==> src/design/box_blur_3x3_rgba_macros.svh <==
// Assertion macros of the box blur RTL.
// Depends on nothing; included by the modules that carry assertions.
`ifndef BOX_BLUR_3X3_RGBA_MACROS_SVH
`define BOX_BLUR_3X3_RGBA_MACROS_SVH

// A condition that must hold at every clock edge outside reset.
`define BBLUR_ASSERT_ALWAYS(label, clk, rst_n, cond) \
    label: assert property (@(posedge clk) disable iff (!rst_n) (cond)) \
        else $error("bblur: invariant violated");

// A condition in one cycle that forces another in the next cycle.
`define BBLUR_ASSERT_NEXT(label, clk, rst_n, ante, cons) \
    label: assert property (@(posedge clk) disable iff (!rst_n) (ante) |=> (cons)) \
        else $error("bblur: next-cycle check violated");

`endif

==> src/design/bblur_pkg.sv <==
// Types, constants and helper functions of the 3x3 box blur.
// Depends on nothing; used by every other design file but the macro header.
package bblur_pkg;

    localparam int PIXEL_W      = 32;
    localparam int RGB_W        = 24;
    localparam int CHAN_W       = 8;
    localparam int LINE_W       = 2 * RGB_W;
    localparam int SUM_W        = 12;
    localparam int SIZE_W       = 11;
    localparam int CFG_DATA_W   = 11;
    localparam int CFG_IDX_W    = 2;
    localparam int DIV9_MUL     = 1821;
    localparam int DIV9_SHIFT   = 14;
    localparam int PROD_W       = SUM_W + SIZE_W;

    localparam int DEF_MAX_WIDTH  = 1024;
    localparam int DEF_MAX_HEIGHT = 1024;

    localparam logic [SIZE_W-1:0] RST_WIDTH  = 11'd1024;
    localparam logic [SIZE_W-1:0] RST_HEIGHT = 11'd768;
    localparam logic [CHAN_W-1:0] RST_ALPHA  = 8'hFF;

    localparam logic CMD_PIXEL = 1'b0;
    localparam logic CMD_DRAIN = 1'b1;

    typedef enum logic [CFG_IDX_W-1:0] {
        REG_FRAME_WIDTH  = 2'd0,
        REG_FRAME_HEIGHT = 2'd1,
        REG_ALPHA_VALUE  = 2'd2
    } bblur_reg_t;

    // Per-word control decided at the input side from the frame position.
    typedef struct packed {
        logic has_result;
        logic left_ok;
        logic right_ok;
        logic top_ok;
        logic bot_ok;
        logic done;
    } bblur_ctl_t;

    // Channel sums of one finished neighbourhood.
    typedef struct packed {
        logic             valid;
        logic [SUM_W-1:0] sum_r;
        logic [SUM_W-1:0] sum_g;
        logic [SUM_W-1:0] sum_b;
        logic             done;
    } bblur_sums_t;

    function automatic logic [SIZE_W-1:0] clamp_size(input logic [SIZE_W-1:0] v,
                                                     input int unsigned maxv);
        logic [SIZE_W-1:0] r;
        if (v == '0)
        begin
            r = SIZE_W'(1);
        end
        else if (32'(v) > maxv)
        begin
            r = SIZE_W'(maxv);
        end
        else
        begin
            r = v;
        end
        return r;
    endfunction

    // Exact floor(x / 9) for every sum of nine bytes (x below 2296).
    function automatic logic [CHAN_W-1:0] div9(input logic [SUM_W-1:0] x);
        logic [PROD_W-1:0] p;
        p = PROD_W'(x) * PROD_W'(DIV9_MUL);
        return p[DIV9_SHIFT + CHAN_W - 1:DIV9_SHIFT];
    endfunction

endpackage

==> src/design/bblur_intf.sv <==


interface bblur_cfg_if;
    logic                            valid;
    logic                            ready;
    logic [bblur_pkg::CFG_IDX_W-1:0]  index;
    logic [bblur_pkg::CFG_DATA_W-1:0] data;

    modport source (output valid, output index, output data, input ready);
    modport sink   (input valid, input index, input data, output ready);
endinterface

==> src/design/bblur_cfg_pos.sv <==
// Configuration registers and input-side frame position of the box blur.
// Decides per accepted word which neighbours exist and whether a result is due.
// Depends on bblur_pkg, bblur_intf and the assertion macro header.
`include "box_blur_3x3_rgba_macros.svh"

module bblur_cfg_pos #(
    parameter int MAX_WIDTH  = bblur_pkg::DEF_MAX_WIDTH,
    parameter int MAX_HEIGHT = bblur_pkg::DEF_MAX_HEIGHT
) (
    input  logic                              clk,
    input  logic                              rst_n,
    bblur_cfg_if.sink                         cfg,
    input  logic                              acc,
    input  logic                              cmd,
    input  logic [bblur_pkg::PIXEL_W-1:0]     pixel_word,
    output bblur_pkg::bblur_ctl_t             ctl,
    output logic [bblur_pkg::RGB_W-1:0]       pix,
    output logic [$clog2(MAX_WIDTH)-1:0]      addr,
    output logic [bblur_pkg::CHAN_W-1:0]      alpha
);

    localparam int CW = $clog2(MAX_WIDTH);
    localparam int RW = $clog2(MAX_HEIGHT + 2);

    logic [bblur_pkg::SIZE_W-1:0] width_reg, width_next;
    logic [bblur_pkg::SIZE_W-1:0] height_reg, height_next;
    logic [bblur_pkg::CHAN_W-1:0] alpha_reg, alpha_next;
    logic [CW-1:0]                col_reg, col_next;
    logic [RW-1:0]                row_reg, row_next;
    logic                         col_zero;
    logic [RW-1:0]                orow_plus1;
    logic                         cfg_we;

    assign cfg.ready = 1'b1;
    assign cfg_we    = cfg.valid && cfg.ready;
    assign addr      = col_reg;
    assign alpha     = alpha_reg;

    assign col_zero   = (col_reg == '0);
    // Row below the output pixel; the output sits one row up and one column left.
    assign orow_plus1 = row_reg - RW'(col_zero);

    always_comb
    begin
        ctl.has_result = (32'(row_reg) >= 32'd2) || ((row_reg == RW'(1)) && !col_zero);
        ctl.left_ok    = col_zero ? (width_reg != bblur_pkg::SIZE_W'(1)) : (col_reg != CW'(1));
        ctl.right_ok   = !col_zero;
        ctl.top_ok     = col_zero ? (row_reg != RW'(2)) : (row_reg != RW'(1));
        ctl.bot_ok     = 32'(orow_plus1) < 32'(height_reg);
        ctl.done       = col_zero && (32'(row_reg) == 32'(height_reg) + 32'd1);
        if ((cmd == bblur_pkg::CMD_PIXEL) && (32'(row_reg) < 32'(height_reg)))
        begin
            pix = pixel_word[bblur_pkg::PIXEL_W-1:bblur_pkg::PIXEL_W-bblur_pkg::RGB_W];
        end
        else
        begin
            pix = '0;
        end
    end

    always_comb
    begin
        width_next  = width_reg;
        height_next = height_reg;
        alpha_next  = alpha_reg;
        col_next    = col_reg;
        row_next    = row_reg;
        if (acc)
        begin
            if (ctl.has_result && ctl.done)
            begin
                col_next = '0;
                row_next = '0;
            end
            else if (32'(col_reg) + 32'd1 >= 32'(width_reg))
            begin
                col_next = '0;
                row_next = row_reg + RW'(1);
            end
            else
            begin
                col_next = col_reg + CW'(1);
            end
        end
        if (cfg_we)
        begin
            case (cfg.index)
                bblur_pkg::REG_FRAME_WIDTH:
                begin
                    width_next = bblur_pkg::clamp_size(cfg.data, MAX_WIDTH);
                    col_next   = '0;
                    row_next   = '0;
                end
                bblur_pkg::REG_FRAME_HEIGHT:
                begin
                    height_next = bblur_pkg::clamp_size(cfg.data, MAX_HEIGHT);
                    col_next    = '0;
                    row_next    = '0;
                end
                bblur_pkg::REG_ALPHA_VALUE:
                begin
                    alpha_next = cfg.data[bblur_pkg::CHAN_W-1:0];
                end
                default:
                begin
                    alpha_next = alpha_reg;
                end
            endcase
        end
    end

    always_ff @(posedge clk or negedge rst_n)
    begin
        if (!rst_n)
        begin
            width_reg  <= bblur_pkg::clamp_size(bblur_pkg::RST_WIDTH, MAX_WIDTH);
            height_reg <= bblur_pkg::clamp_size(bblur_pkg::RST_HEIGHT, MAX_HEIGHT);
            alpha_reg  <= bblur_pkg::RST_ALPHA;
            col_reg    <= '0;
            row_reg    <= '0;
        end
        else
        begin
            width_reg  <= width_next;
            height_reg <= height_next;
            alpha_reg  <= alpha_next;
            col_reg    <= col_next;
            row_reg    <= row_next;
        end
    end

    `BBLUR_ASSERT_ALWAYS(a_width_range, clk, rst_n,
        (width_reg != '0) && (32'(width_reg) <= MAX_WIDTH))
    `BBLUR_ASSERT_ALWAYS(a_height_range, clk, rst_n,
        (height_reg != '0) && (32'(height_reg) <= MAX_HEIGHT))
    `BBLUR_ASSERT_ALWAYS(a_col_in_row, clk, rst_n, 32'(col_reg) < 32'(width_reg))
    `BBLUR_ASSERT_ALWAYS(a_row_bound, clk, rst_n,
        32'(row_reg) <= 32'(height_reg) + 32'd1)
    `BBLUR_ASSERT_NEXT(a_frame_wrap, clk, rst_n, acc && ctl.has_result && ctl.done,
        (col_reg == '0) && (row_reg == '0))

endmodule

==> src/flat_wrapper.sv <==
// flat-port wrapper written by rule: the top's interface ports become plain ports
module bblur_cfg_pos_flat 
#(
    parameter int MAX_WIDTH  = bblur_pkg::DEF_MAX_WIDTH,
    parameter int MAX_HEIGHT = bblur_pkg::DEF_MAX_HEIGHT
)
  (clk, rst_n, acc, cmd, pixel_word, ctl, pix, addr, alpha, cfg_valid, cfg_index, cfg_data, cfg_ready);
  bblur_cfg_if cfg_i ();
  input  logic clk;
  input  logic rst_n;
  input  logic acc;
  input  logic cmd;
  input  logic [bblur_pkg::PIXEL_W-1:0] pixel_word;
  output bblur_pkg::bblur_ctl_t ctl;
  output logic [bblur_pkg::RGB_W-1:0] pix;
  output logic [$clog2(MAX_WIDTH)-1:0] addr;
  output logic [bblur_pkg::CHAN_W-1:0] alpha;
  input wire logic [$bits(cfg_i.valid)-1:0] cfg_valid;
  input wire logic [$bits(cfg_i.index)-1:0] cfg_index;
  input wire logic [$bits(cfg_i.data)-1:0] cfg_data;
  output wire logic [$bits(cfg_i.ready)-1:0] cfg_ready;
  assign cfg_i.valid = cfg_valid;
  assign cfg_i.index = cfg_index;
  assign cfg_i.data = cfg_data;
  assign cfg_ready = cfg_i.ready;
  bblur_cfg_pos #(.MAX_WIDTH(MAX_WIDTH), .MAX_HEIGHT(MAX_HEIGHT)) u_core (.clk(clk), .rst_n(rst_n), .cfg(cfg_i), .acc(acc), .cmd(cmd), .pixel_word(pixel_word), .ctl(ctl), .pix(pix), .addr(addr), .alpha(alpha));
endmodule
==> config.mk <==
export PLATFORM = sky130hd
export DESIGN_NAME = bblur_cfg_pos_flat
export DESIGN_NICKNAME = d
export VERILOG_FILES = /design/src/design/bblur_pkg.sv /design/src/design/bblur_intf.sv /design/src/design/bblur_cfg_pos.sv /design/src/flat_wrapper.sv
export VERILOG_INCLUDE_DIRS = /design/src /design/src/design
export SDC_FILE = /design/constraint.sdc
export NUM_CORES = 1
export LEC_CHECK = 0
export BUFFER_PORTS_ARGS = -buffer_cell sky130_fd_sc_hd__buf_2
export CAP_MARGIN = 20
export CORE_UTILIZATION = 56
export CTS_BUF_LIST = sky130_fd_sc_hd__clkbuf_4 sky130_fd_sc_hd__clkbuf_8
export CTS_CLUSTER_SIZE = 20
export DETAILED_ROUTE_END_ITERATION = 7
export PLACE_DENSITY = 0.94
export SKIP_LAST_GASP = 1
export SLEW_MARGIN = 20
export SYNTH_ARGS = -nofsm -noshare
export SYNTH_HDL_FRONTEND = slang
export SYNTH_SLANG_ARGS = --single-unit
==> constraint.sdc <==
create_clock -name clk -period 4.2 [get_ports clk]
set_input_delay 0.21 -clock clk [delete_from_list [all_inputs] [get_ports clk]]
set_output_delay 0.21 -clock clk [all_outputs]
set_load 0.01 [all_outputs]
==> impl_metrics.tcl <==
set metrics [dict create \
    reg2reg_slack_ns 0.78 \
    critPathBufInv 1 \
    crit_path_cell_trace "nor4_2 -> and3_1 -> ha_1 -> nand2_1 -> or3_1 -> nor4_1 -> xor2_1 -> ha_1 -> o21a_1 -> o211ai_1 -> a21oi_1 -> a211oi_1 -> buf_2" \
    peakVddDrop_uv 336.1 \
    timing.rr.start "u_core.addr[0]" \
    tightest_slew_ns 0.6195 \
    min-delay-path-class "primary input to flip-flop" \
    grt_setup_unrepaired "false" \
    final_common_cell "buf_2" \
    slew_viol_final 0 \
    syn2layout_area_growth_pct 14.09 \
    cp_slowest_cell "dfrtp_1" \
    grt_pass1_wl_um 16730 \
    syn_area_mm2 0.004165 \
    htreeDepth 2 \
    drtIter0Drc 233 \
    clock.fmax_mhz 256.4 \
    p_switching_mw 0.8017 \
    dp_cells 652 \
    overflow 0 \
    drt_wl_total_um 10100 \
    fp.dieH_um 88.25 \
    ant_nets 0 \
    fin_nets 651 \
    placed_area_mm2 0.004627 \
    hold_violations 0 \
    power.density_mw_per_mm2 416.6 \
    fin_area_mm2 0.004752 \
    stdcell_count 661 \
    std_cell_rows 31 \
    hold_path_end "u_core.alpha[7]" \
    skew_ns 0.007596 \
    synth.yosys.seq_area_share_pct 30.97 \
    drcViolationCount 0 \
    num_io_pins 99 \
    whs_path_depth 2 \
    cts.sinks 51 \
    post_cts.repair.setup_buffers 0 \
    end_kind "output pin" \
    p_seq_share_pct 32.8 \
    path_max_fanout 7 \
    r2r_cells 12 \
    relSlewSlack_pct 58.70 \
    combPwrFrac_pct 49.6 \
    globalRouteTotalUtil_pct 27.65 \
    fill_cells 563 \
    worstSetupPathType "flip-flop to output pin" \
    antenna_cells 0 \
    clockBufferDepth 2 \
    synth.avg_cell_area_um2 8.606 \
    worstPathRequired_ns 3.99 \
    startpoint_type "flip-flop" \
    ys_async_sr_fraction_pct 100.0 \
    finalCriticalPeriod_ns 3.899 \
    cts.repair.resized 0 \
    crit_top_cell "ha_1" \
    root_buffer "clkbuf_8" \
    grt_pass1_vias 3751 \
    drv_cap 0 \
    grt_max_degree 52 \
    r2r_end "u_core.row_reg[9]" \
    initial_utilization_pct 57.74 \
    clk_pin_slew_ns 0.09 \
    crit_arrival_ns 3.69 \
    final_cell_mix "buf_2, nand2_1, nor2_1" \
    post-dp-hpwl_um 7732 \
    slowest_delay_ns 0.48 \
    antenna_found_initial 0 \
    swShare_pct 40.50 \
    setup_tns_ns 0 \
    path_delay_family "simple AND/OR/NAND/NOR gates" \
    synthCells 484 \
    io_buffers 89 \
    hp-start "cfg_data[7]" \
    via_per_inst 5.887 \
    numCtsBuffers 5 \
    leakage_nw 2.336 \
    cts_tree "yes" \
    synth_warnings 0 \
    fp.coreArea_mm2 0.007214 \
    syn_nets 574 \
    drtPass1Iterations 4 \
    die_x_um 88.25 \
    finalSetupViolations 0 \
    synth_flop_cell "dfrtp_1" \
    place.gp.congestion 0.9162 \
    status "finished, final reports clean" \
    p_clk_share_pct 17.6 \
    die-area_mm2 0.007787 \
    p_int_mw 1.178 \
    synth_edf_count 0 \
    drive_above_1_share_pct 25.80 \
    insertion_delay_ns 0.31 \
    vias 3891 \
    wl_per_cell_um 15.28 \
    yosys.cell_types.count 59 \
    synth-seq-cells 51 \
    period_share_pct 92.84 \
]
==> routing by layer <==
layer	vias to the layer above	GRT usage, %	routed length (um)
li1	1840	-	-
met1	1825	32.15	4158
met2	182	48.95	4938
met3	44	3.731	598
met4	0	15.69	405
met5	-	0	0
==> worst reg2reg max path, cell delays in order (launching register included) <==
cell	delay [ns]
dfrtp_1	0.45
ha_1	0.23
and3_1	0.23
and3_1	0.26
nand3_1	0.14
xnor2_1	0.24
ha_1	0.22
a211o_1	0.16
or3_1	0.12
o21ai_1	0.15
or3_1	0.44
or4_1	0.54
a21oi_1	0.16
==> cell usage after synthesis, types with 8 or more instances <==
library cell,count,area share (%)
clkbuf_1,10,0.90
a21oi_1,15,1.8
nand4_1,14,2.1
nand2_1,70,6.3
nand3_1,14,1.7
dfstp_2,11,6.9
nor3_1,8,0.96
mux2_2,12,3.2
buf_2,8,0.96
dfrtp_1,40,24
o21ai_0,28,3.4
nand2b_1,12,1.8
nor2_1,41,3.7
ha_1,40,12
and3_1,10,1.5
xnor2_1,19,4.0
xor2_1,20,4.2
inv_1,27,2.4
==> area by class of cell <==
type,count,area (um2),area share [%]
Multi-Input combinational cell,379,2619,55.11
Sequential cell,51,1290,27.15
Timing Repair Buffer,95,495.5,10.43
Tap cell,99,123.9,2.607
Inverter,29,111.4,2.343
Clock buffer,5,68.82,1.448
Clock inverter,3,43.79,0.9215
==> cell families (layout without fill, tap and decap cells) <==
family	Yosys count	count (layout)	synth area share, %
flip-flops	51	51	30.97
adder cells (fa/ha/maj)	40	40	12.02
AO/OA/AOI/OAI	79	79	13.31
XOR/XNOR	39	39	8.201
other	1	1	0.09003
buffers and inverters	54	132	6.278
multiplexers	13	13	3.485
AND/OR/NAND/NOR	207	207	25.65
==> metrics by stage <==
step                      setup slack (ns)  util [%]  total power, mW  hold WS [ns]
after floorplan                     0.8582         -            1.336      -0.08559
after global placement              0.7833     64.13            1.558        0.4519
after detailed placement            0.6996     64.13            1.624        0.4696
after CTS                           0.3031     65.70            1.977        0.1295
after global routing                0.1050     65.87            2.130        0.1595
final                               0.3005     65.87            1.980        0.1530
==> worst max path at each step <==
stage / start / endpoint / slack, ns / depth (start not counted)
2_1_floorplan: u_core.addr[6] / ctl[1] / 0.86 / 12
3_3_place_gp: u_core.addr[6] / ctl[1] / 0.78 / 13
3_5_place_dp: u_core.addr[6] / ctl[1] / 0.70 / 13
4_1_cts: u_core.addr[6] / ctl[1] / 0.30 / 13
5_1_grt: u_core.addr[6] / ctl[1] / 0.10 / 13
6_report: u_core.addr[6] / ctl[1] / 0.30 / 13
==> timing repair <==
| item | CTS | global route |
|---|---|---|
| endpoints found under the setup margin | 0 | 0 |
| hold buffers | 0 | 1 |
| hold endpoints to repair | 0 | 40 |
==> power by group through the flow <==
stage / Sequential, mW / Clock (mW) / Combinational (mW)
floorplan: 0.637 / 0 / 0.699
global placement: 0.653 / 0 / 0.905
detailed placement: 0.656 / 0 / 0.967
CTS: 0.648 / 0.351 / 0.979
global route: 0.661 / 0.369 / 1.10
finish: 0.650 / 0.348 / 0.982
No activity file was read; power rests on OpenSTA's default activity.
