File: config.mk
export PLATFORM = sky130hd
export DESIGN_NAME = bblur_window
export DESIGN_NICKNAME = d
export VERILOG_FILES = /design/src/design/box_blur_3x3_rgba_macros.svh /design/src/design/bblur_pkg.sv /design/src/design/bblur_window.sv
export SDC_FILE = /design/constraint.sdc
export NUM_CORES = 1
export LEC_CHECK = 0
export ABC_AREA = 1
export BUFFER_PORTS_ARGS = -buffer_cell sky130_fd_sc_hd__buf_2
export CAP_MARGIN = 20
export CORE_MARGIN = 8
export CORE_UTILIZATION = 55
export DETAILED_ROUTE_END_ITERATION = 8
export PLACE_DENSITY_LB_ADDON = 0.12
export SETUP_SLACK_MARGIN = 0.3
export SYNTH_ARGS = -nofsm -noshare
export SYNTH_HDL_FRONTEND = slang
export SYNTH_SLANG_ARGS = --single-unit
File: constraint.sdc
create_clock -name clk -period 10.32 [get_ports clk]
set_clock_uncertainty 0.2 [all_clocks]
set_input_delay 2.064 -clock clk [delete_from_list [all_inputs] [get_ports clk]]
set_output_delay 2.064 -clock clk [all_outputs]
set_load 0.005 [all_outputs]
File: src/design/box_blur_3x3_rgba_macros.svh
// Assertion macros of the box blur RTL.
// Depends on nothing; included by the modules that carry assertions.
`ifndef BOX_BLUR_3X3_RGBA_MACROS_SVH
`define BOX_BLUR_3X3_RGBA_MACROS_SVH

// A condition that must hold at every clock edge outside reset.
`define BBLUR_ASSERT_ALWAYS(label, clk, rst_n, cond) \
    label: assert property (@(posedge clk) disable iff (!rst_n) (cond)) \
        else $error("bblur: invariant violated");

// A condition in one cycle that forces another in the next cycle.
`define BBLUR_ASSERT_NEXT(label, clk, rst_n, ante, cons) \
    label: assert property (@(posedge clk) disable iff (!rst_n) (ante) |=> (cons)) \
        else $error("bblur: next-cycle check violated");

`endif

File: src/design/bblur_pkg.sv
// Types, constants and helper functions of the 3x3 box blur.
// Depends on nothing; used by every other design file but the macro header.
package bblur_pkg;

    localparam int PIXEL_W      = 32;
    localparam int RGB_W        = 24;
    localparam int CHAN_W       = 8;
    localparam int LINE_W       = 2 * RGB_W;
    localparam int SUM_W        = 12;
    localparam int SIZE_W       = 11;
    localparam int CFG_DATA_W   = 11;
    localparam int CFG_IDX_W    = 2;
    localparam int DIV9_MUL     = 1821;
    localparam int DIV9_SHIFT   = 14;
    localparam int PROD_W       = SUM_W + SIZE_W;

    localparam int DEF_MAX_WIDTH  = 1024;
    localparam int DEF_MAX_HEIGHT = 1024;

    localparam logic [SIZE_W-1:0] RST_WIDTH  = 11'd1024;
    localparam logic [SIZE_W-1:0] RST_HEIGHT = 11'd768;
    localparam logic [CHAN_W-1:0] RST_ALPHA  = 8'hFF;

    localparam logic CMD_PIXEL = 1'b0;
    localparam logic CMD_DRAIN = 1'b1;

    typedef enum logic [CFG_IDX_W-1:0] {
        REG_FRAME_WIDTH  = 2'd0,
        REG_FRAME_HEIGHT = 2'd1,
        REG_ALPHA_VALUE  = 2'd2
    } bblur_reg_t;

    // Per-word control decided at the input side from the frame position.
    typedef struct packed {
        logic has_result;
        logic left_ok;
        logic right_ok;
        logic top_ok;
        logic bot_ok;
        logic done;
    } bblur_ctl_t;

    // Channel sums of one finished neighbourhood.
    typedef struct packed {
        logic             valid;
        logic [SUM_W-1:0] sum_r;
        logic [SUM_W-1:0] sum_g;
        logic [SUM_W-1:0] sum_b;
        logic             done;
    } bblur_sums_t;

    function automatic logic [SIZE_W-1:0] clamp_size(input logic [SIZE_W-1:0] v,
                                                     input int unsigned maxv);
        logic [SIZE_W-1:0] r;
        if (v == '0)
        begin
            r = SIZE_W'(1);
        end
        else if (32'(v) > maxv)
        begin
            r = SIZE_W'(maxv);
        end
        else
        begin
            r = v;
        end
        return r;
    endfunction

    // Exact floor(x / 9) for every sum of nine bytes (x below 2296).
    function automatic logic [CHAN_W-1:0] div9(input logic [SUM_W-1:0] x);
        logic [PROD_W-1:0] p;
        p = PROD_W'(x) * PROD_W'(DIV9_MUL);
        return p[DIV9_SHIFT + CHAN_W - 1:DIV9_SHIFT];
    endfunction

endpackage

File: src/design/bblur_window.sv
// Read-modify-write stage of the line store, the 3x3 window and the masked
// channel sums. Depends on bblur_pkg; drives the line store write port.
module bblur_window #(
    parameter int MAX_WIDTH = bblur_pkg::DEF_MAX_WIDTH
) (
    input  logic                             clk,
    input  logic                             rst_n,
    input  logic                             acc,
    input  bblur_pkg::bblur_ctl_t            ctl_in,
    input  logic [bblur_pkg::RGB_W-1:0]      pix_in,
    input  logic [$clog2(MAX_WIDTH)-1:0]     addr_in,
    output logic                             take_ok,
    input  logic                             out_free,
    output bblur_pkg::bblur_sums_t           sums,
    input  logic [bblur_pkg::LINE_W-1:0]     rd_data,
    output logic                             wr_en,
    output logic [$clog2(MAX_WIDTH)-1:0]     wr_addr,
    output logic [bblur_pkg::LINE_W-1:0]     wr_data
);

    localparam int AW = $clog2(MAX_WIDTH);
    localparam int RGB_W = bblur_pkg::RGB_W;
    localparam int SUM_W = bblur_pkg::SUM_W;

    logic                       s1_valid_reg, s1_valid_next;
    bblur_pkg::bblur_ctl_t      s1_ctl_reg;
    logic [RGB_W-1:0]           s1_pix_reg;
    logic [AW-1:0]              s1_addr_reg;
    logic                       fwd_hit_reg;
    logic [bblur_pkg::LINE_W-1:0] fwd_data_reg;
    logic                       s1_adv;
    logic [bblur_pkg::LINE_W-1:0] line_word;
    logic [RGB_W-1:0]           top_pix;
    logic [RGB_W-1:0]           mid_pix;

    logic [RGB_W-1:0]           win_reg  [3][3];
    logic [RGB_W-1:0]           win_next [3][3];

    logic [2:0]                 col_use;
    logic [2:0]                 row_use;
    logic [SUM_W-1:0]           sum_r, sum_g, sum_b;

    logic                       s2_valid_reg, s2_valid_next;
    logic [SUM_W-1:0]           s2_r_reg, s2_g_reg, s2_b_reg;
    logic                       s2_done_reg;
    logic                       s2_free;

    assign s2_free = !s2_valid_reg || out_free;
    assign s1_adv  = s1_valid_reg && (!s1_ctl_reg.has_result || s2_free);
    assign take_ok = !s1_valid_reg || s1_adv;

    // A read issued in the same cycle as a write to the same column sees the
    // old word, so that write is captured and used instead.
    assign line_word = fwd_hit_reg ? fwd_data_reg : rd_data;
    assign top_pix   = line_word[bblur_pkg::LINE_W-1:RGB_W];
    assign mid_pix   = line_word[RGB_W-1:0];

    assign wr_en   = s1_adv;
    assign wr_addr = s1_addr_reg;
    assign wr_data = {mid_pix, s1_pix_reg};

    always_comb
    begin
        s1_valid_next = s1_valid_reg;
        if (acc)
        begin
            s1_valid_next = 1'b1;
        end
        else if (s1_adv)
        begin
            s1_valid_next = 1'b0;
        end
    end

    always_comb
    begin
        for (int c = 0; c < 2; c++)
        begin
            for (int r = 0; r < 3; r++)
            begin
                win_next[c][r] = win_reg[c + 1][r];
            end
        end
        win_next[2][0] = top_pix;
        win_next[2][1] = mid_pix;
        win_next[2][2] = s1_pix_reg;
    end

    always_comb
    begin
        col_use = {s1_ctl_reg.right_ok, 1'b1, s1_ctl_reg.left_ok};
        row_use = {s1_ctl_reg.bot_ok, 1'b1, s1_ctl_reg.top_ok};
        sum_r   = '0;
        sum_g   = '0;
        sum_b   = '0;
        for (int c = 0; c < 3; c++)
        begin
            for (int r = 0; r < 3; r++)
            begin
                if (col_use[c] && row_use[r])
                begin
                    sum_r = sum_r + SUM_W'(win_next[c][r][23:16]);
                    sum_g = sum_g + SUM_W'(win_next[c][r][15:8]);
                    sum_b = sum_b + SUM_W'(win_next[c][r][7:0]);
                end
            end
        end
    end

    always_comb
    begin
        s2_valid_next = s2_valid_reg;
        if (s1_adv && s1_ctl_reg.has_result)
        begin
            s2_valid_next = 1'b1;
        end
        else if (out_free)
        begin
            s2_valid_next = 1'b0;
        end
    end

    always_ff @(posedge clk or negedge rst_n)
    begin
        if (!rst_n)
        begin
            s1_valid_reg <= 1'b0;
            s2_valid_reg <= 1'b0;
            win_reg      <= '{default: '0};
        end
        else
        begin
            s1_valid_reg <= s1_valid_next;
            s2_valid_reg <= s2_valid_next;
            if (s1_adv)
            begin
                win_reg <= win_next;
            end
        end
    end

    always_ff @(posedge clk)
    begin
        if (acc)
        begin
            s1_ctl_reg   <= ctl_in;
            s1_pix_reg   <= pix_in;
            s1_addr_reg  <= addr_in;
            fwd_hit_reg  <= wr_en && (wr_addr == addr_in);
            fwd_data_reg <= wr_data;
        end
        if (s1_adv && s1_ctl_reg.has_result)
        begin
            s2_r_reg    <= sum_r;
            s2_g_reg    <= sum_g;
            s2_b_reg    <= sum_b;
            s2_done_reg <= s1_ctl_reg.done;
        end
    end

    always_comb
    begin
        sums.valid = s2_valid_reg;
        sums.sum_r = s2_r_reg;
        sums.sum_g = s2_g_reg;
        sums.sum_b = s2_b_reg;
        sums.done  = s2_done_reg;
    end

endmodule
==> metrics.md, run 1 <==
| Metric | Value |
|---|---|
| Launching element type of the critical path | `register` |
| Detail Route Antenna Nets | `0` |
| Number of cells on the worst hold path | `0` |
| Post-CTS sizing | `0` |
| Number of library cell types mapped by synthesis | `51` |
| Post-route minimum period | `9.43 ns` |
| Initial drt markers | `1314` |
| Switching part of the total power | `0.457` |
| Highest clock frequency the design can meet | `0.106 GHz` |
| Clock buffer depth | `3` |
| Net Switching | `2.97 mW` |
| Number of flops mapped to enable cells by yosys | `126` |
| Most instantiated flip-flop cell in the synthesis netlist | `sky130_fd_sc_hd__dfrtp_1` |
| Fraction of layout cells with a size suffix above 1 | `0.140` |
| Post-CTS Setup Repair Bufs | `0` |
| Final weighted congestion of routability-driven global placement | `0.938` |
| Critical path launch point | `row_use[0]` |
| Routed length on met2 | `23300 um` |
| Core outline area | `0.0377 sq mm` |
| Number of antenna violations at the first check in global routing | `1` |
| Remaining global-route overflow | `0` |
| Total global routing track utilization | `0.252` |
| Number of max-slew violations in the final report | `0` |
| Slew margin rel. | `0.327` |
| Clk sinks | `272` |
| Detailed Routing Iterations Pass 1 | `7` |
| Starting density of the core | `0.559` |
| Synth top cells by count | `sky130_fd_sc_hd__nand2_1, sky130_fd_sc_hd__inv_1, sky130_fd_sc_hd__o21ai_0` |
| Filler cell count | `3438` |
| Final wirelength | `57200 um` |
| Cell types with the largest area share after synthesis | `sky130_fd_sc_hd__edfxtp_1, sky130_fd_sc_hd__dfrtp_1, sky130_fd_sc_hd__nand2_1, sky130_fd_sc_hd__ha_1, sky130_fd_sc_hd__o21ai_0` |
| Met1 wire length | `28100 um` |
| Yosys top cell area share | `0.180` |
| Critical-path top delay cell | `sky130_fd_sc_hd__fa_1` |
| Combinational Power Share | `0.598` |
| Clock network latency to the later pin of the worst-skew pair | `0.58 ns` |
| Max FFs per register | `144` |
| # rows | `71` |
| Tcrit/Tclk final | `0.913` |
| Finished layout cell area | `0.0232 sq mm` |
| CTS tree | `done` |
| Number of H-tree levels | `1` |
| Die height | `212 um` |
| Final setup violation count | `0` |
| CP endpoint kind | `register` |
| Area growth from synthesis to layout | `9.95%` |
| Placement-stage cell area | `0.0221 sq mm` |
| Count of yosys warnings during synthesis | `0` |
| Count of hold buffers inserted by post-cts repair | `0` |
| Uppermost routed layer | `met4` |
| Final routed DRC violation total | `0` |
| Mean cell area of the mapped netlist | `7.79 sq um` |
| Net count, final | `3126` |
| Post-detailed-route wirelength per cell | `17.1 um` |
| Largest net degree at the start of global routing | `84` |
| Crit Reg-Reg Startpoint | `row_use[0]` |
| Fin worst setup slack | `0.895 ns` |
| Hold crit path type | `reg -> reg` |
| Transition at the pin with the smallest max-transition slack | `1.01 ns` |
| I/O Pins | `190` |
| Part of the total power dissipated in sequential elements | `0.227` |
| CTS buffer count | `31` |
| HP Start | `s1_ctl_reg[0]` |
| Vias in the first global route | `17700` |
| Clock-pin slew reported for the worst setup and hold paths after clock tree synthesis | `0.06 ns` |
| Count of endpoints failing hold in the final timing report | `0` |
| Highest net fanout along the worst path | `19` |
| Number of buffers added on ports | `189` |
| Delay of the slowest critical-path stage | `0.56 ns` |
| Sequential cell area fraction in the yosys report | `0.353` |
| Dominant cell type by area after synthesis | `sky130_fd_sc_hd__edfxtp_1` |
| Register bit count reported by yosys | `272` |
| Part of the power in the clock network | `0.175` |
| Worst vdd ir | `178 uV` |
| Wire length on met3 | `4580 um` |
| Setup TNS after final layout | `0 ns` |
| Top-count cell post-synth | `sky130_fd_sc_hd__nand2_1` |
| Buffer type at the clock tree root | `sky130_fd_sc_hd__clkbuf_16` |
| Total Die Area | `0.0448 sq mm` |
| Required time at the worst-slack endpoint | `10.45 ns` |
| Number of cells on the worst reg-to-reg path | `42` |
| Data arrival time of the worst path | `9.55 ns` |
| Global-route wire length before repair | `91200 um` |
| Internal Pwr Total | `3.53 mW` |
| Netlist area before placement | `0.0211 sq mm` |
| Post-detailed-placement half-perimeter wirelength | `43900 um` |
| Cell count after synthesis | `2705` |
| Max-cap violations | `0` |
| Placed instance count | `3296` |
| Pre-CTS worst setup slack | `1.00 ns` |
| Critical path's most frequent cell | `sky130_fd_sc_hd__o21ai_0` |
| Setup repair after global routing missed its margin | `true` |
| Async SR Flop Fraction | `0.537` |
| Chip Width | `212 um` |
| Status | `finished, final reports clean` |
| Finished Layout Cells | `3354` |
| Synthesized netlist net count | `3013` |
| Cell leakage power | `11.8 nW` |
| Crit Path Category | `reg -> reg` |
| Power density over cell area | `281 mW/mm^2` |
| Number of vias per cell after detailed routing | `5.41` |
| Count of vias placed by the detailed router | `18100` |
==> worst max-delay path, delay by kind of cell, from the launching register on <==
kind / cells / cell delay, ns
adders and majority gates: 9 / 3.80
and+or+nand+nor: 17 / 2.15
AOI/OAI and AO/OA: 9 / 1.86
buffers and inverters: 6 / 0.55
DFF: 1 / 0.47
xor gates and xnor gates: 1 / 0.15
==> placed cells by master, fill, tap and decap left out, types with 45 or more instances in the layout <==
master | netlist | layout
sky130_fd_sc_hd__nand2_1 | 706 | 705
sky130_fd_sc_hd__inv_1 | 362 | 362
sky130_fd_sc_hd__o21ai_0 | 294 | 291
sky130_fd_sc_hd__ha_1 | 192 | 192
sky130_fd_sc_hd__buf_2 | 4 | 187
sky130_fd_sc_hd__a21oi_1 | 158 | 158
sky130_fd_sc_hd__dfrtp_1 | 146 | 146
sky130_fd_sc_hd__nor2_1 | 128 | 128
sky130_fd_sc_hd__edfxtp_1 | 126 | 126
sky130_fd_sc_hd__nand3_1 | 98 | 98
sky130_fd_sc_hd__xor2_1 | 61 | 61
sky130_fd_sc_hd__xnor2_1 | 45 | 45
==> worst paths after layout <==
check / slack, ns / endpoint
worst max register to register: 0.89 / s2_r_reg[11]
max in group asynchronous: 7.09 / win_next[207]
worst min-delay path: 0.23 / s2_done_reg
worst max-delay path: 0.89 / s2_r_reg[11]
worst min register to register: 0.23 / s2_done_reg
min in group asynchronous: 1.33 / s2_valid_reg
==> layout make-up <==
class                      instances  area (sq um)  area share
timing repair buffer             206          1080      0.0467
inverter                         370          1390      0.0602
clock buffer                      44           875      0.0378
tap                              511           639      0.0276
clock inverter                    13           168     0.00724
multi-input combinational       1937         11600       0.499
sequential                       272          7440       0.321
antenna                            1          2.50    0.000108
==> per-layer routing <==
layer  global-route usage  vias to the layer above
li1                     -                     9030
met1                0.384                     8406
met2                0.363                      618
met3               0.0466                       78
met4               0.0618                        0
met5                    0                        -
==> cells by family (layout without fill, tap and decap cells) <==
family                   count (synthesis)  after routing  share of synthesized area
buffers and inverters                  496            633                     0.0983
flip-flops                             272            272                      0.353
AO/OA/AOI/OAI                          512            512                      0.128
adder cells (fa/ha/maj)                216            216                      0.137
multiplexers                            42             42                     0.0224
XOR/XNOR                               106            106                     0.0441
AND/OR/NAND/NOR                       1061           1061                      0.218
other                                    0              1                          0
==> power groups by stage <==
stage	combinational (mW)	sequential, mW	clock [mW]
6_report	3.89	1.47	1.14
5_1_grt	4.44	1.49	1.19
4_1_cts	3.84	1.47	1.16
3_5_place_dp	3.79	1.49	0
3_3_place_gp	3.65	1.49	0
2_1_floorplan	3.01	1.45	0
==> through the flow <==
| stage | util | hold slack [ns] | power, mW |
|---|---|---|---|
| floorplan | - | 0.200 | 4.46 |
| global placement | 0.587 | 0.205 | 5.14 |
| detailed placement | 0.587 | 0.213 | 5.28 |
| finish | 0.615 | 0.229 | 6.50 |
| CTS | 0.615 | 0.235 | 6.47 |
| global route | 0.615 | 0.251 | 7.13 |
Note: power is estimated with default switching activity, not from simulation.
==> run 2: changes to the inputs <==
Settings changed: RECOVER_POWER set to 25.
Clock period 10.32 ns to 11.2 ns, I/O delays scaled along.
==> run 2 against run 1 <==
The flow now finishes with violations (capacitance limit, slew limit); non-clock buffer count is 2 lower; critical endpoint is now s2_g_reg[11]; critical path depth stayed put; fmax fell by 2.8%; sequential share of layout area shrank 0.18 points; register-to-register slack improved by 0.60 ns; first-iteration DRC count rose by 26%; die area unchanged; clock power grew 4%; sequential power fell by 7%; setup slack better by 0.60 ns; hold slack better by 0.021 ns; highest routed layer unchanged.
==> metrics.md, run 2 (synthesis gave the netlist of run 1 again) <==
| Metric | Value |
|---|---|
| Number of antenna violations at the first check in global routing | `0 (-1)` |
| Starting density of the core | `0.559 (unchanged)` |
| Setup TNS after final layout | `0 ns (unchanged)` |
| Initial drt markers | `1654 (+26%)` |
| Clock network latency to the later pin of the worst-skew pair | `0.53 ns (-0.05 ns)` |
| Required time at the worst-slack endpoint | `11.29 ns (+0.84 ns)` |
| Most common cell after layout, fill and taps aside | `sky130_fd_sc_hd__nand2_1` |
| Buffer type at the clock tree root | `sky130_fd_sc_hd__clkbuf_16` |
| Clock buffer depth | `3 (unchanged)` |
| Final setup violation count | `0 (unchanged)` |
| CTS buffer count | `35 (+13%)` |
| Count of vias placed by the detailed router | `18300 (+1.2%)` |
| Post-CTS sizing | `0 (unchanged)` |
| Delay of the slowest critical-path stage | `0.60 ns (+0.04 ns)` |
| Max-cap violations | `1 (+1)` |
| Global-route wire length before repair | `95300 um (+4.4%)` |
| Count of hold buffers inserted by post-cts repair | `0 (unchanged)` |
| Critical-path top delay cell | `sky130_fd_sc_hd__fa_1` |
| Internal Pwr Total | `3.37 mW (-4.8%)` |
| CTS tree | `done` |
| Total Die Area | `0.0448 sq mm (unchanged)` |
| Post-CTS Setup Repair Bufs | `0 (unchanged)` |
| Post-route minimum period | `9.70 ns (+0.276 ns)` |
| Vias in the first global route | `17700 (+0.50%)` |
| Post-layout power | `6.17 mW (-5.2%)` |
| Number of buffers added on ports | `189 (unchanged)` |
| Final routed DRC violation total | `0 (unchanged)` |
| Chip Width | `212 um (unchanged)` |
| Highest net fanout along the worst path | `19 (unchanged)` |
| Count of endpoints failing hold in the final timing report | `0 (unchanged)` |
| Detail Route Antenna Nets | `0 (unchanged)` |
| Clk sinks | `272 (unchanged)` |
| Launching element type of the critical path | `register` |
| Part of the power in the clock network | `0.192 (+0.017)` |
| Setup repair after global routing missed its margin | `false` |
| Highest clock frequency the design can meet | `0.103 GHz (-2.8%)` |
| Net count, final | `3128 (+0.064%)` |
| Tcrit/Tclk final | `0.866 (-0.0471)` |
| Area growth from synthesis to layout | `10.6%` |
| Switching part of the total power | `0.454 (-0.00246)` |
| Fraction of layout cells with a size suffix above 1 | `0.129 (-0.0110)` |
| Cell leakage power | `11.8 nW (+0.39%)` |
| Violations in the final reports | `capacitance limit, slew limit` |
| Number of vias per cell after detailed routing | `5.47 (+1.1%)` |
| Number of max-slew violations in the final report | `82 (+82)` |
| Final weighted congestion of routability-driven global placement | `0.925 (-1.4%)` |
| Post-detailed-placement half-perimeter wirelength | `45600 um (+3.8%)` |
| Slew margin rel. | `-2.13 (-2.45)` |
| Die height | `212 um (unchanged)` |
| Net Switching | `2.80 mW (-5.7%)` |
| Hold crit path type | `reg -> reg` |
| Highest-count cells in the layout ignoring fill and taps | `sky130_fd_sc_hd__nand2_1, sky130_fd_sc_hd__inv_1, sky130_fd_sc_hd__o21ai_0` |
| Total global routing track utilization | `0.266 (+0.0141)` |
| Part of the total power dissipated in sequential elements | `0.221 (-0.006)` |
| Transition at the pin with the smallest max-transition slack | `4.69 ns (+3.68 ns)` |
| Power density over cell area | `265 mW/mm^2 (-5.7%)` |
| Data arrival time of the worst path | `9.79 ns (+0.24 ns)` |
| I/O Pins | `190 (unchanged)` |
| Remaining global-route overflow | `0 (unchanged)` |
| Final wirelength | `59700 um (+4.3%)` |
| # diodes | `0 (-1)` |
| Post-detailed-route wirelength per cell | `17.8 um (+4.3%)` |
| Combinational Power Share | `0.587 (-0.011)` |
| # rows | `71 (unchanged)` |
| Worst vdd ir | `172 uV (-3.8%)` |
| Max FFs per register | `144 (unchanged)` |
| CP endpoint kind | `register` |
| Detailed Routing Iterations Pass 1 | `5 (-2)` |
| Crit Path Category | `reg -> reg` |
| Status | `complete, but fails checks` |
| Number of H-tree levels | `2 (+1)` |
| Largest net degree at the start of global routing | `92 (+9.5%)` |
| Clock-pin slew reported for the worst setup and hold paths after clock tree synthesis | `0.06 ns (about the same)` |
| Core outline area | `0.0377 sq mm (unchanged)` |
## run 2: per-layer routing
metal	part of all wire	routed length, um	GRT usage
met1	0.49	29300	0.412
met5	0	0	0
met3	0.080	4780	0.0416
met4	0.020	1220	0.0623
met2	0.41	24400	0.382
## run 2: cell type report
cell class,instances,area [sq um]
fill,3455,14400
multi-input combinational,1937,11600
sequential,272,7440
inverter,370,1390
clock buffer,51,1090
timing repair buffer,204,1040
tap,511,639
clock inverter,11,125
## run 2: worst paths after layout
path | from | end | slack (ns) | cells after the start
worst max-delay path | row_use[0] | s2_g_reg[11] | 1.50 | 42
worst min-delay path | s1_ctl_reg[0] | s2_done_reg | 0.25 | 0
worst max register to register | row_use[0] | s2_g_reg[11] | 1.50 | 42
worst min register to register | s1_ctl_reg[0] | s2_done_reg | 0.25 | 0
max in group asynchronous | rst_n | win_next[147] | 4.86 | 2
min in group asynchronous | rst_n | win_next[75] | 3.20 | 1
## run 2: worst max-delay path: cells and delay by family, from the launching register on
| family | cells | cell delay [ns] |
|---|---|---|
| compound gates | 10 | 2.17 |
| flops | 1 | 0.32 |
| buf+inv | 8 | 0.98 |
| fa+ha+maj | 9 | 3.90 |
| simple gates | 15 | 1.86 |
## run 2: power by group through the flow
stage / logic [mW] / clock network (mW) / registers, mW
2_1_floorplan: 2.77 / 0 / 1.34
3_3_place_gp: 3.40 / 0 / 1.38
3_5_place_dp: 3.53 / 0 / 1.38
4_1_cts: 3.58 / 1.20 / 1.36
5_1_grt: 4.14 / 1.24 / 1.38
6_report: 3.62 / 1.18 / 1.36
## run 2: through the flow
step / cell area [sq um] / utilization / worst slack, ns / instances / hold WS [ns]
CTS: 23300 / 0.619 / 1.53 / 3356 / 0.239
detailed placement: 22100 / 0.587 / 1.52 / 3294 / 0.214
finish: 23300 / 0.619 / 1.50 / 3356 / 0.250
global route: 23300 / 0.619 / 0.473 / 3356 / 0.239
global placement: 22100 / 0.587 / 1.82 / 3294 / 0.217
floorplan: 21100 / - / 2.63 / 2705 / 0.200
==> run 3: changes to the inputs <==
Settings changed: RECOVER_POWER 25 to not set.
==> run 3 against run 2 <==
The flow now finishes without violations; sequential power is essentially flat; critical path depth unchanged; sequential cell count is the same; register-to-register slack improved by 0.02 ns; fmax is 0.21% higher; total power is essentially flat; global-route usage did not move; cell area up 0.10%.
==> metrics.md, run 3 (synthesis gave the netlist of run 1 again) <==
| Metric | Value |
|---|---|
| Number of antenna violations at the first check in global routing | `0 (unchanged)` |
| Crit Path Category | `reg -> reg` |
| Post-CTS sizing | `0 (unchanged)` |
| Number of vias per cell after detailed routing | `5.48 (+0.26%)` |
| I/O Pins | `190 (unchanged)` |
| Status | `finished, final reports clean` |
| Clock-pin slew reported for the worst setup and hold paths after clock tree synthesis | `0.06 ns (about the same)` |
| Buffer type at the clock tree root | `sky130_fd_sc_hd__clkbuf_16` |
| Clock network latency to the later pin of the worst-skew pair | `0.53 ns (about the same)` |
| Count of vias placed by the detailed router | `18400 (+0.26%)` |
| Highest clock frequency the design can meet | `0.103 GHz (+0.21%)` |
| Post-detailed-route wirelength per cell | `17.8 um (+0.10%)` |
| Largest delay share family, worst path | `adder cells` |
| Highest-count cells in the layout ignoring fill and taps | `sky130_fd_sc_hd__nand2_1, sky130_fd_sc_hd__inv_1, sky130_fd_sc_hd__o21ai_0` |
| Starting density of the core | `0.559 (unchanged)` |
| Core outline area | `0.0377 sq mm (unchanged)` |
| Detail Route Antenna Nets | `0 (unchanged)` |
| CTS tree | `done` |
| Hold crit path type | `reg -> reg` |
| Final routed DRC violation total | `0 (unchanged)` |
| Number of max-slew violations in the final report | `0 (-100%)` |
| Chip Width | `212 um (unchanged)` |
| Count of hold buffers inserted by post-cts repair | `0 (unchanged)` |
| Slew margin rel. | `0.355 (+2.48)` |
| Worst path buffer plus inverter count | `8 (unchanged)` |
| Post-detailed-placement half-perimeter wirelength | `45600 um (unchanged)` |
| Remaining global-route overflow | `0 (unchanged)` |
| Final weighted congestion of routability-driven global placement | `0.925 (unchanged)` |
| Post-route minimum period | `9.68 ns (-0.0206 ns)` |
| Count of endpoints failing hold in the final timing report | `0 (unchanged)` |
| Final wirelength | `59800 um (+0.10%)` |
| Cell leakage power | `11.9 nW (+0.27%)` |
| Area growth from synthesis to layout | `10.7%` |
| Largest net degree at the start of global routing | `92 (unchanged)` |
| Total Die Area | `0.0448 sq mm (unchanged)` |
| # rows | `71 (unchanged)` |
| Vias in the first global route | `17700 (unchanged)` |
| Setup repair after global routing missed its margin | `false` |
| Worst vdd ir | `172 uV (+0.27%)` |
| Power density over cell area | `265 mW/mm^2 (about the same)` |
| Most common cell after layout, fill and taps aside | `sky130_fd_sc_hd__nand2_1` |
| Max FFs per register | `144 (unchanged)` |
| Post-layout power | `6.17 mW (about the same)` |
| Die height | `212 um (unchanged)` |
| Clk sinks | `272 (unchanged)` |
| Clock buffer depth | `3 (unchanged)` |
| Total global routing track utilization | `0.266 (unchanged)` |
| Number of H-tree levels | `2 (unchanged)` |
| Fraction of layout cells with a size suffix above 1 | `0.140 (+0.0116)` |
| # diodes | `0 (unchanged)` |
| Tcrit/Tclk final | `0.864 (-0.00184)` |
| CTS buffer count | `35 (unchanged)` |
| Critical-path top delay cell | `sky130_fd_sc_hd__fa_1` |
| Delay of the slowest critical-path stage | `0.60 ns (about the same)` |
| Highest net fanout along the worst path | `19 (unchanged)` |
| Launching element type of the critical path | `register` |
| Final setup violation count | `0 (unchanged)` |
| Initial drt markers | `1728 (+4.5%)` |
| Net count, final | `3128 (unchanged)` |
| Transition at the pin with the smallest max-transition slack | `0.968 ns (-3.72 ns)` |
| Number of buffers added on ports | `189 (unchanged)` |
| Post-CTS Setup Repair Bufs | `0 (unchanged)` |
| Data arrival time of the worst path | `9.77 ns (-0.02 ns)` |
| Max-cap violations | `0 (-1)` |
| Detailed Routing Iterations Pass 1 | `5 (unchanged)` |
| CP endpoint kind | `register` |
| Required time at the worst-slack endpoint | `11.29 ns (about the same)` |
| Setup TNS after final layout | `0 ns (unchanged)` |
| Global-route wire length before repair | `95300 um (unchanged)` |
[run 3: cell type report]
cell class	count	area (sq um)
clock buffers	51	1090
fillers	3449	14300
flip-flops and latches	272	7440
well taps	511	639
multi-input cells	1937	11600
clock inverters	11	125
inverters	370	1390
repair buffers	204	1070
[run 3: through the flow]
step,instances,utilization,area (sq um),setup slack (ns),hold WS (ns)
floorplan,2705,-,21100,2.63,0.200
global placement,3294,0.587,22100,1.82,0.217
detailed placement,3294,0.587,22100,1.52,0.214
CTS,3356,0.619,23300,1.53,0.239
global route,3356,0.619,23300,0.473,0.239
finish,3356,0.619,23300,1.52,0.243
[run 3: power breakdown]
part	internal, mW	switching [mW]	total (mW)
combinational	1.37	2.25	3.63
sequential	1.25	0.112	1.36
clock	0.744	0.438	1.18
total	3.37	2.80	6.17
[run 3: final timing paths]
| check | start | endpoint | slack [ns] | cells after the start |
|---|---|---|---|---|
| min | s1_ctl_reg[0] | s2_done_reg | 0.24 | 0 |
| max in group asynchronous | rst_n | win_next[170] | 7.76 | 2 |
| max reg2reg | row_use[0] | s2_g_reg[11] | 1.52 | 42 |
| min reg2reg | s1_ctl_reg[0] | s2_done_reg | 0.24 | 0 |
| min in group asynchronous | rst_n | s1_valid_reg | 1.56 | 1 |
| max | row_use[0] | s2_g_reg[11] | 1.52 | 42 |
[run 3: worst register-to-register path: cells and delay by family, from the launching register on]
| family | cells | cell delay [ns] |
|---|---|---|
| and+or+nand+nor | 15 | 1.88 |
| DFF | 1 | 0.32 |
| AOI/OAI and AO/OA | 10 | 2.16 |
| buffers and inverters | 8 | 0.97 |
| adders and majority gates | 9 | 3.90 |
[run 3: layer usage]
metal / part of all wire / track usage / routed length [um] / up-vias
met1: 0.49 / 0.412 / 29200 / 8542
met4: 0.020 / 0.0623 / 1220 / 0
li1: - / - / - / 9054
met2: 0.41 / 0.382 / 24400 / 721
met5: 0 / 0 / 0 / -
met3: 0.084 / 0.0416 / 5000 / 78
